--- src/rtl/bilinear_texture_sampler_macros.svh ---
// Assertion macros used by bilinear_texture_sampler.
// Needs clk_i and rst_ni in the scope of the module that asserts.
`ifndef BILINEAR_TEXTURE_SAMPLER_MACROS_SVH
`define BILINEAR_TEXTURE_SAMPLER_MACROS_SVH

// Condition holds at every clock edge out of reset.
`define BTS_ASSERT(lbl, cond, msg) \
  lbl: assert property (@(posedge clk_i) disable iff (!rst_ni) (cond)) else $error(msg);

// Consequent holds in the same cycle as the antecedent.
`define BTS_ASSERT_IMP(lbl, ante, cons, msg) \
  lbl: assert property (@(posedge clk_i) disable iff (!rst_ni) (ante) |-> (cons)) \
    else $error(msg);

// Consequent holds in the cycle after the antecedent.
`define BTS_ASSERT_NXT(lbl, ante, cons, msg) \
  lbl: assert property (@(posedge clk_i) disable iff (!rst_ni) (ante) |=> (cons)) \
    else $error(msg);

`endif

--- src/rtl/bts_pkg.sv ---
// Types and constants of the bilinear texture sampler.
// No dependencies; used by bts_geom and bilinear_texture_sampler.
package bts_pkg;

  localparam int unsigned SizeW     = 13;  // texture size and texel index
  localparam int unsigned PosW      = 21;  // pixel position, 8 fraction bits
  localparam int unsigned WeightW   = 17;  // blend weight, up to 1.0 = 65536
  localparam int unsigned AccW      = 24;  // channel sum before the final shift
  localparam int unsigned MaxAddrW  = 24;  // widest store address
  localparam int unsigned ByteAddrW = 18;
  localparam int unsigned CoordW    = 24;
  localparam int unsigned ColorW    = 16;
  localparam int unsigned ChanW     = 3;
  localparam int unsigned CfgIdxW   = 2;
  localparam int unsigned CfgDataW  = 13;
  localparam int unsigned Texels    = 4;
  localparam int unsigned Channels  = 3;

  typedef enum logic [CfgIdxW-1:0] {
    CfgTexWidth     = 2'd0,
    CfgTexHeight    = 2'd1,
    CfgChannelCount = 2'd2,
    CfgFilterMode   = 2'd3
  } cfg_idx_e;

  typedef enum logic {
    ActWrite  = 1'b0,
    ActSample = 1'b1
  } action_e;

  typedef enum logic {
    FilterNearest  = 1'b0,
    FilterBilinear = 1'b1
  } filter_e;

  // Texel byte addresses and blend weights of one sample item.
  // Order: (x0,y0), (x1,y0), (x0,y1), (x1,y1).
  typedef struct packed {
    logic                                valid;
    logic [Texels-1:0][MaxAddrW-1:0]     base;
    logic [Texels-1:0][WeightW-1:0]      weight;
  } geom_t;

endpackage

--- src/rtl/bts_geom.sv ---
// Coordinate pipeline: wrap, scale, neighbor selection, weights, texel addresses.
// Depends on bts_pkg; instantiated by bilinear_texture_sampler.
module bts_geom #(
  parameter int unsigned COORD_FRAC_BITS = 16
) (
  input  logic                           clk_i,
  input  logic                           rst_ni,
  input  logic                           start_i,
  input  logic [bts_pkg::CoordW-1:0]     coord_u_i,
  input  logic [bts_pkg::CoordW-1:0]     coord_v_i,
  input  logic [bts_pkg::SizeW-1:0]      tex_width_i,
  input  logic [bts_pkg::SizeW-1:0]      tex_height_i,
  input  logic [bts_pkg::ChanW-1:0]      channel_count_i,
  input  logic                           filter_mode_i,
  output bts_pkg::geom_t                 geom_o
);

  localparam int unsigned FracW = COORD_FRAC_BITS;
  localparam int unsigned ProdW = FracW + bts_pkg::SizeW;
  localparam int unsigned SizeW = bts_pkg::SizeW;
  localparam int unsigned PosW  = bts_pkg::PosW;
  localparam int unsigned RowW  = 2 * SizeW;
  localparam int unsigned IdxW  = RowW + 1;
  localparam int unsigned AdrPW = IdxW + bts_pkg::ChanW;
  localparam int unsigned WtW   = bts_pkg::WeightW;

  logic [SizeW-1:0] w_eff, h_eff, wm1, hm1;

  logic             v1_q, v2_q, v3_q, v4_q, v5_q;
  logic [FracW-1:0] frac_u_q, frac_v_q;
  logic [ProdW-1:0] prod_u, prod_v;
  logic [PosW-1:0]  pu_q, pv_q;
  logic [PosW:0]    rnd_u, rnd_v;
  logic [SizeW-1:0] pi_u, pi_v, p1_u, p1_v;
  logic [SizeW-1:0] x0_d, x1_d, y0_d, y1_d;
  logic [7:0]       dx_d, dy_d;
  logic [SizeW-1:0] x0_q, x1_q, y0_q, y1_q;
  logic [7:0]       dx_q, dy_q;
  logic [8:0]       ix, iy;
  logic [17:0]      w00, w10, w01, w11;
  logic [RowW-1:0]  row0_q, row1_q;
  logic [SizeW-1:0] x0_s4_q, x1_s4_q;
  logic [bts_pkg::Texels-1:0][WtW-1:0] wt_s4_q;
  logic [IdxW-1:0]  idx [bts_pkg::Texels];
  logic [AdrPW-1:0] adr [bts_pkg::Texels];
  logic [bts_pkg::Texels-1:0][bts_pkg::MaxAddrW-1:0] base_q;
  logic [bts_pkg::Texels-1:0][WtW-1:0] wt_q;

  // A zero size counts as one.
  assign w_eff = (tex_width_i  == '0) ? SizeW'(1) : tex_width_i;
  assign h_eff = (tex_height_i == '0) ? SizeW'(1) : tex_height_i;
  assign wm1   = w_eff - SizeW'(1);
  assign hm1   = h_eff - SizeW'(1);

  always_ff @(posedge clk_i or negedge rst_ni) begin
    if (!rst_ni) begin
      v1_q <= 1'b0;
      v2_q <= 1'b0;
      v3_q <= 1'b0;
      v4_q <= 1'b0;
      v5_q <= 1'b0;
    end else begin
      v1_q <= start_i;
      v2_q <= v1_q;
      v3_q <= v2_q;
      v4_q <= v3_q;
      v5_q <= v4_q;
    end
  end

  // Stage 1: wrap to the fractional part.
  always_ff @(posedge clk_i) begin
    if (start_i) begin
      frac_u_q <= coord_u_i[FracW-1:0];
      frac_v_q <= coord_v_i[FracW-1:0];
    end
  end

  // Stage 2: scale by size minus one, keep 8 fraction bits.
  assign prod_u = {{SizeW{1'b0}}, frac_u_q} * {{FracW{1'b0}}, wm1};
  assign prod_v = {{SizeW{1'b0}}, frac_v_q} * {{FracW{1'b0}}, hm1};

  always_ff @(posedge clk_i) begin
    if (v1_q) begin
      pu_q <= prod_u[ProdW-1:FracW-8];
      pv_q <= prod_v[ProdW-1:FracW-8];
    end
  end

  // Stage 3: pick texel indices and fractions.
  assign rnd_u = {1'b0, pu_q} + (PosW+1)'(128);
  assign rnd_v = {1'b0, pv_q} + (PosW+1)'(128);
  assign pi_u  = pu_q[PosW-1:8];
  assign pi_v  = pv_q[PosW-1:8];
  assign p1_u  = (pi_u >= wm1) ? wm1 : pi_u + SizeW'(1);
  assign p1_v  = (pi_v >= hm1) ? hm1 : pi_v + SizeW'(1);

  always_comb begin
    if (filter_mode_i == bts_pkg::FilterBilinear) begin
      x0_d = pi_u;
      x1_d = p1_u;
      y0_d = pi_v;
      y1_d = p1_v;
      dx_d = pu_q[7:0];
      dy_d = pv_q[7:0];
    end else begin
      // Round half up; zero fractions put the whole weight on the first texel.
      x0_d = rnd_u[PosW-1:8];
      x1_d = rnd_u[PosW-1:8];
      y0_d = rnd_v[PosW-1:8];
      y1_d = rnd_v[PosW-1:8];
      dx_d = '0;
      dy_d = '0;
    end
  end

  always_ff @(posedge clk_i) begin
    if (v2_q) begin
      x0_q <= x0_d;
      x1_q <= x1_d;
      y0_q <= y0_d;
      y1_q <= y1_d;
      dx_q <= dx_d;
      dy_q <= dy_d;
    end
  end

  // Stage 4: row offsets and weights.
  assign ix  = 9'd256 - {1'b0, dx_q};
  assign iy  = 9'd256 - {1'b0, dy_q};
  assign w00 = {9'b0, ix}        * {9'b0, iy};
  assign w10 = {10'b0, dx_q}     * {9'b0, iy};
  assign w01 = {9'b0, ix}        * {10'b0, dy_q};
  assign w11 = {10'b0, dx_q}     * {10'b0, dy_q};

  always_ff @(posedge clk_i) begin
    if (v3_q) begin
      row0_q     <= {{SizeW{1'b0}}, y0_q} * {{SizeW{1'b0}}, w_eff};
      row1_q     <= {{SizeW{1'b0}}, y1_q} * {{SizeW{1'b0}}, w_eff};
      x0_s4_q    <= x0_q;
      x1_s4_q    <= x1_q;
      wt_s4_q[0] <= w00[WtW-1:0];
      wt_s4_q[1] <= w10[WtW-1:0];
      wt_s4_q[2] <= w01[WtW-1:0];
      wt_s4_q[3] <= w11[WtW-1:0];
    end
  end

  // Stage 5: byte address of each texel, low bits only.
  assign idx[0] = {1'b0, row0_q} + {{(IdxW-SizeW){1'b0}}, x0_s4_q};
  assign idx[1] = {1'b0, row0_q} + {{(IdxW-SizeW){1'b0}}, x1_s4_q};
  assign idx[2] = {1'b0, row1_q} + {{(IdxW-SizeW){1'b0}}, x0_s4_q};
  assign idx[3] = {1'b0, row1_q} + {{(IdxW-SizeW){1'b0}}, x1_s4_q};

  for (genvar t = 0; t < bts_pkg::Texels; t++) begin : g_adr
    assign adr[t] = {{bts_pkg::ChanW{1'b0}}, idx[t]}
                  * {{IdxW{1'b0}}, channel_count_i};
  end

  always_ff @(posedge clk_i) begin
    if (v4_q) begin
      for (int t = 0; t < bts_pkg::Texels; t++) begin
        base_q[t] <= adr[t][bts_pkg::MaxAddrW-1:0];
      end
      wt_q <= wt_s4_q;
    end
  end

  assign geom_o.valid  = v5_q;
  assign geom_o.base   = base_q;
  assign geom_o.weight = wt_q;

endmodule

--- config.mk ---
export PLATFORM = sky130hd
export DESIGN_NAME = bts_geom
export DESIGN_NICKNAME = d
export VERILOG_FILES = /design/src/rtl/bilinear_texture_sampler_macros.svh /design/src/rtl/bts_pkg.sv /design/src/rtl/bts_geom.sv
export SDC_FILE = /design/constraint.sdc
export NUM_CORES = 2
export LEC_CHECK = 0
export ABC_AREA = 1
export ABC_CLOCK_PERIOD_IN_PS = 6500
export BUFFER_PORTS_ARGS = -buffer_cell sky130_fd_sc_hd__buf_2
export CORE_ASPECT_RATIO = 0.9
export CORE_MARGIN = 8
export CORE_UTILIZATION = 53
export CTS_BUF_LIST = sky130_fd_sc_hd__clkbuf_16
export DETAILED_ROUTE_END_ITERATION = 10
export GPL_TIMING_DRIVEN = 0
export PLACE_DENSITY = 0.75
export SLEW_MARGIN = 10
export SYNTH_ARGS = -nofsm -noshare
export SYNTH_HDL_FRONTEND = slang
export SYNTH_SLANG_ARGS = --single-unit
--- constraint.sdc ---
create_clock -name clk_i -period 6.5 [get_ports clk_i]
set_input_delay 0.325 -clock clk_i [delete_from_list [all_inputs] [get_ports clk_i]]
set_output_delay 0.325 -clock clk_i [all_outputs]
set_load 0.01 [all_outputs]
==> out/results.md <==
* Core Rows: 117
* post-synth net total: 8,700
* overall die area: 125,000 um2
* Clk pin slew, worst setup/hold paths: 0.06 ns
* final critical delay including setup and external delays: 6.26 ns
* final hold vios: 0
* DR vias: 48,500
* Multi-input gate area: 40,500 um2
* Yosys reg bits: 445
* Post-Synthesis Cells: 7,228
* CTS Root Cell: sky130_fd_sc_hd__clkbuf_16
* DRT Wirelength: 163,000 um
* number of nets in the finished design: 9,032
* data arrival at the endpoint of the critical path: 6.64 ns
* area share of the largest cell type after synthesis: 0.267
* post-route ant nets: 0
* outcome: completed
* non-filler instance count after layout: 9,090
* source-to-sink clock delay at the later pin of the worst-skew pair: 0.66 ns
* global-route wire length before repair: 263,000 um
* per-instance average area after synthesis: 8.38 um2
* number of distinct library cells after synthesis: 60
* antenna violations before repair: 3
* top-count cell post-synth: sky130_fd_sc_hd__nand2_1
* Max transition margin: 0.264
* area of the mapped netlist: 60,600 um2
* initial standard-cell utilization of the core: 0.535
* Slew Limit Fails: 0
* register area share after synthesis: 0.220
* drt wl/cell: 17.9 um
* commonest cells in the netlist: sky130_fd_sc_hd__nand2_1, sky130_fd_sc_hd__inv_1, sky130_fd_sc_hd__fa_1
* slew at the pin closest to its max-slew limit: 1.10 ns
* HPWL after DPL: 136,000 um
* unrepaired setup endpoints after global routing: false
* TritonCTS clock tree: yes
* kind of end point of the critical path: flip-flop
* placed insts: 8,944
* path type of the worst min-delay path: in2async
* type of the worst setup path: in2reg
* H-tree depth reported by CTS: 2
* maximum clock path buffer count: 3
* post-route clock period utilization: 0.964
* width of the die: 372 um
* num ports: 246
* Sinks on Clock Net: 445
* critical path fanouts, max: 10
* filler cell count: 10,100
* Post-synth EDFFs: 440
* initial DRC count: 4,149
* worst clock skew on the final layout: 0.0258 ns
* routed via count divided by cell count: 5.33
* register cell area after layout: 13,400 um2
* core area: 113,000 um2
* last weighted congestion value of the routability-driven placer: 0.986
* Die Y: 337 um
* Max-Cap Viols: 0
* DRC errors left: 0
* fraction of final layout cells sized beyond drive strength 1: 0.0658
* largest net degree at the start of global routing: 72
* most used flip-flop cell after synthesis: sky130_fd_sc_hd__edfxtp_1
* first-pass iteration count of the detailed router: 6
* vias in the first global route: 49,800
* endpoints failing setup: 0
* async set-reset flop share out of synthesis: 0.0112
* count of yosys warnings during synthesis: 0
* largest cells by area after synthesis: sky130_fd_sc_hd__fa_1, sky130_fd_sc_hd__edfxtp_1, sky130_fd_sc_hd__ha_1, sky130_fd_sc_hd__nand2_1, sky130_fd_sc_hd__inv_1
* total grt overflow: 0
* leading area contributor after synthesis: sky130_fd_sc_hd__fa_1
* layout overhead on the synthesized area: 9.15%
* total routing resource utilization after global routing: 0.263
* maximum clock frequency: 160 MHz
* port buffer count: 224
* required arrival time at the worst endpoint: 6.88 ns
* crit start category: input port
* clock buffer count from CTS: 51
## placed cells by master, fill, tap and decap left out, drive strengths merged, types with 4 or more instances in the layout
cell,n
o21a,13
nor3,53
o221ai,8
nand3,208
clkinv,19
a21oi,311
o21bai,19
fa,807
ha,584
nand2,1744
o21ai,227
or2,17
a31oi,25
dfrtp,5
and2,7
o211ai,15
nor2,533
a21boi,11
a211oi,4
a221oi,5
buf,313
xor2,195
clkbuf,182
o31ai,6
a21o,15
clkinvlp,12
nor4,10
xnor2,106
edfxtp,440
bufinv,7
o2111ai,4
dlygate4sd3,33
inv,1611
nand4,31
nand3b,6
## layout make-up
type | count | share of cell area
Tap cell | 1487 | 0.0281
Sequential cell | 445 | 0.202
Clock inverter | 41 | 0.00664
Buffer | 195 | 0.0128
Multi-Input combinational cell | 4978 | 0.613
Clock buffer | 52 | 0.0197
Antenna cell | 3 | 0.000114
Inverter | 1608 | 0.0918
Timing Repair Buffer | 281 | 0.0260
## cells by family after synthesis
logic type                 after synthesis  synth area share
xor gates and xnor gates               301            0.0436
and+or+nand+nor                       2613             0.174
DFF                                    445             0.220
buffers and inverters                 1805             0.113
other                                    1         0.0000619
adders and majority gates             1391             0.387
AOI/OAI and AO/OA                      672            0.0617
## routing by layer
metal | routed length (um) | part of all wire | GRT usage
met3 | 13200 | 0.081 | 0.0507
met5 | 13 | 0.000080 | 0
met2 | 75800 | 0.46 | 0.437
met4 | 6150 | 0.038 | 0.0899
met1 | 67900 | 0.42 | 0.345
## worst max-delay path, cell delays in order
cell	delay (ns)
sky130_fd_sc_hd__buf_2	0.10
sky130_fd_sc_hd__clkbuf_1	0.78
sky130_fd_sc_hd__nor2_1	0.11
sky130_fd_sc_hd__inv_1	0.14
sky130_fd_sc_hd__nor2_4	0.06
sky130_fd_sc_hd__nand2_1	0.05
sky130_fd_sc_hd__nand2_1	0.31
sky130_fd_sc_hd__inv_1	0.33
sky130_fd_sc_hd__buf_2	0.33
sky130_fd_sc_hd__nand2_1	0.13
sky130_fd_sc_hd__fa_1	0.50
sky130_fd_sc_hd__inv_1	0.05
sky130_fd_sc_hd__fa_1	0.46
sky130_fd_sc_hd__fa_1	0.50
sky130_fd_sc_hd__fa_1	0.57
sky130_fd_sc_hd__fa_1	0.43
sky130_fd_sc_hd__ha_1	0.39
sky130_fd_sc_hd__a21oi_2	0.19
sky130_fd_sc_hd__o21ai_0	0.13
sky130_fd_sc_hd__o21bai_1	0.20
sky130_fd_sc_hd__a221oi_1	0.27
sky130_fd_sc_hd__nand2_1	0.10
sky130_fd_sc_hd__xor2_1	0.17
## per-stage QoR
| step | hold slack (ns) | util | worst slack, ns | area (um2) | setup TNS, ns |
|---|---|---|---|---|---|
| 2_1_floorplan | 0.0294 | - | 0.145 | 60600 | 0 |
| 3_3_place_gp | 0.170 | 0.561 | -1.60 | 63600 | -42.38 |
| 3_5_place_dp | 0.176 | 0.562 | -1.60 | 63700 | -43.75 |
| 4_1_cts | 0.0378 | 0.581 | 0.0000608 | 65900 | 0 |
| 5_1_grt | 0.0481 | 0.584 | 0.00356 | 66100 | 0 |
| 6_report | 0.0540 | 0.584 | 0.236 | 66100 | 0 |
## worst paths after layout
path | start | to | slack, ns | cells after the start
worst max-delay path | tex_width_i[2] | pu_q[15]$_DFFE_PP_ | 0.24 | 23
worst min-delay path | rst_ni | v1_q$_DFF_PN0_ | 0.05 | 2
worst max register to register | dx_q[0]$_SDFFCE_PN0P_ | wt_s4_q[48]$_DFFE_PP_ | 0.29 | 23
worst min register to register | wt_s4_q[33]$_DFFE_PP_ | geom_o[33]$_DFFE_PP_ | 0.41 | 0
max in group asynchronous | rst_ni | v2_q$_DFF_PN0_ | 6.26 | 2
min in group clk_i | start_i | v1_q$_DFF_PN0_ | 0.24 | 1
## state kept, by name, summed over array words and instances (netlist names), 13 cells and up
name,count
geom_o,160
x1_q,13
row1_q,24
y1_q,13
wt_s4_q,64
x0_s4_q,13
x0_q,13
pu_q,21
frac_u_q,16
frac_v_q,16
row0_q,24
x1_s4_q,13
pv_q,21
y0_q,13
## timing repair
item,CTS,global route
setup buffers,2,17
pin swaps,0,1
hold endpoints to repair,37,0
setup endpoints to repair,45,42
gates cloned,0,0
hold buffers,33,0
resized for setup,21,57
Power is not shown: default switching activity piles up to over one toggle a cycle in this logic, so the estimate is an artifact.
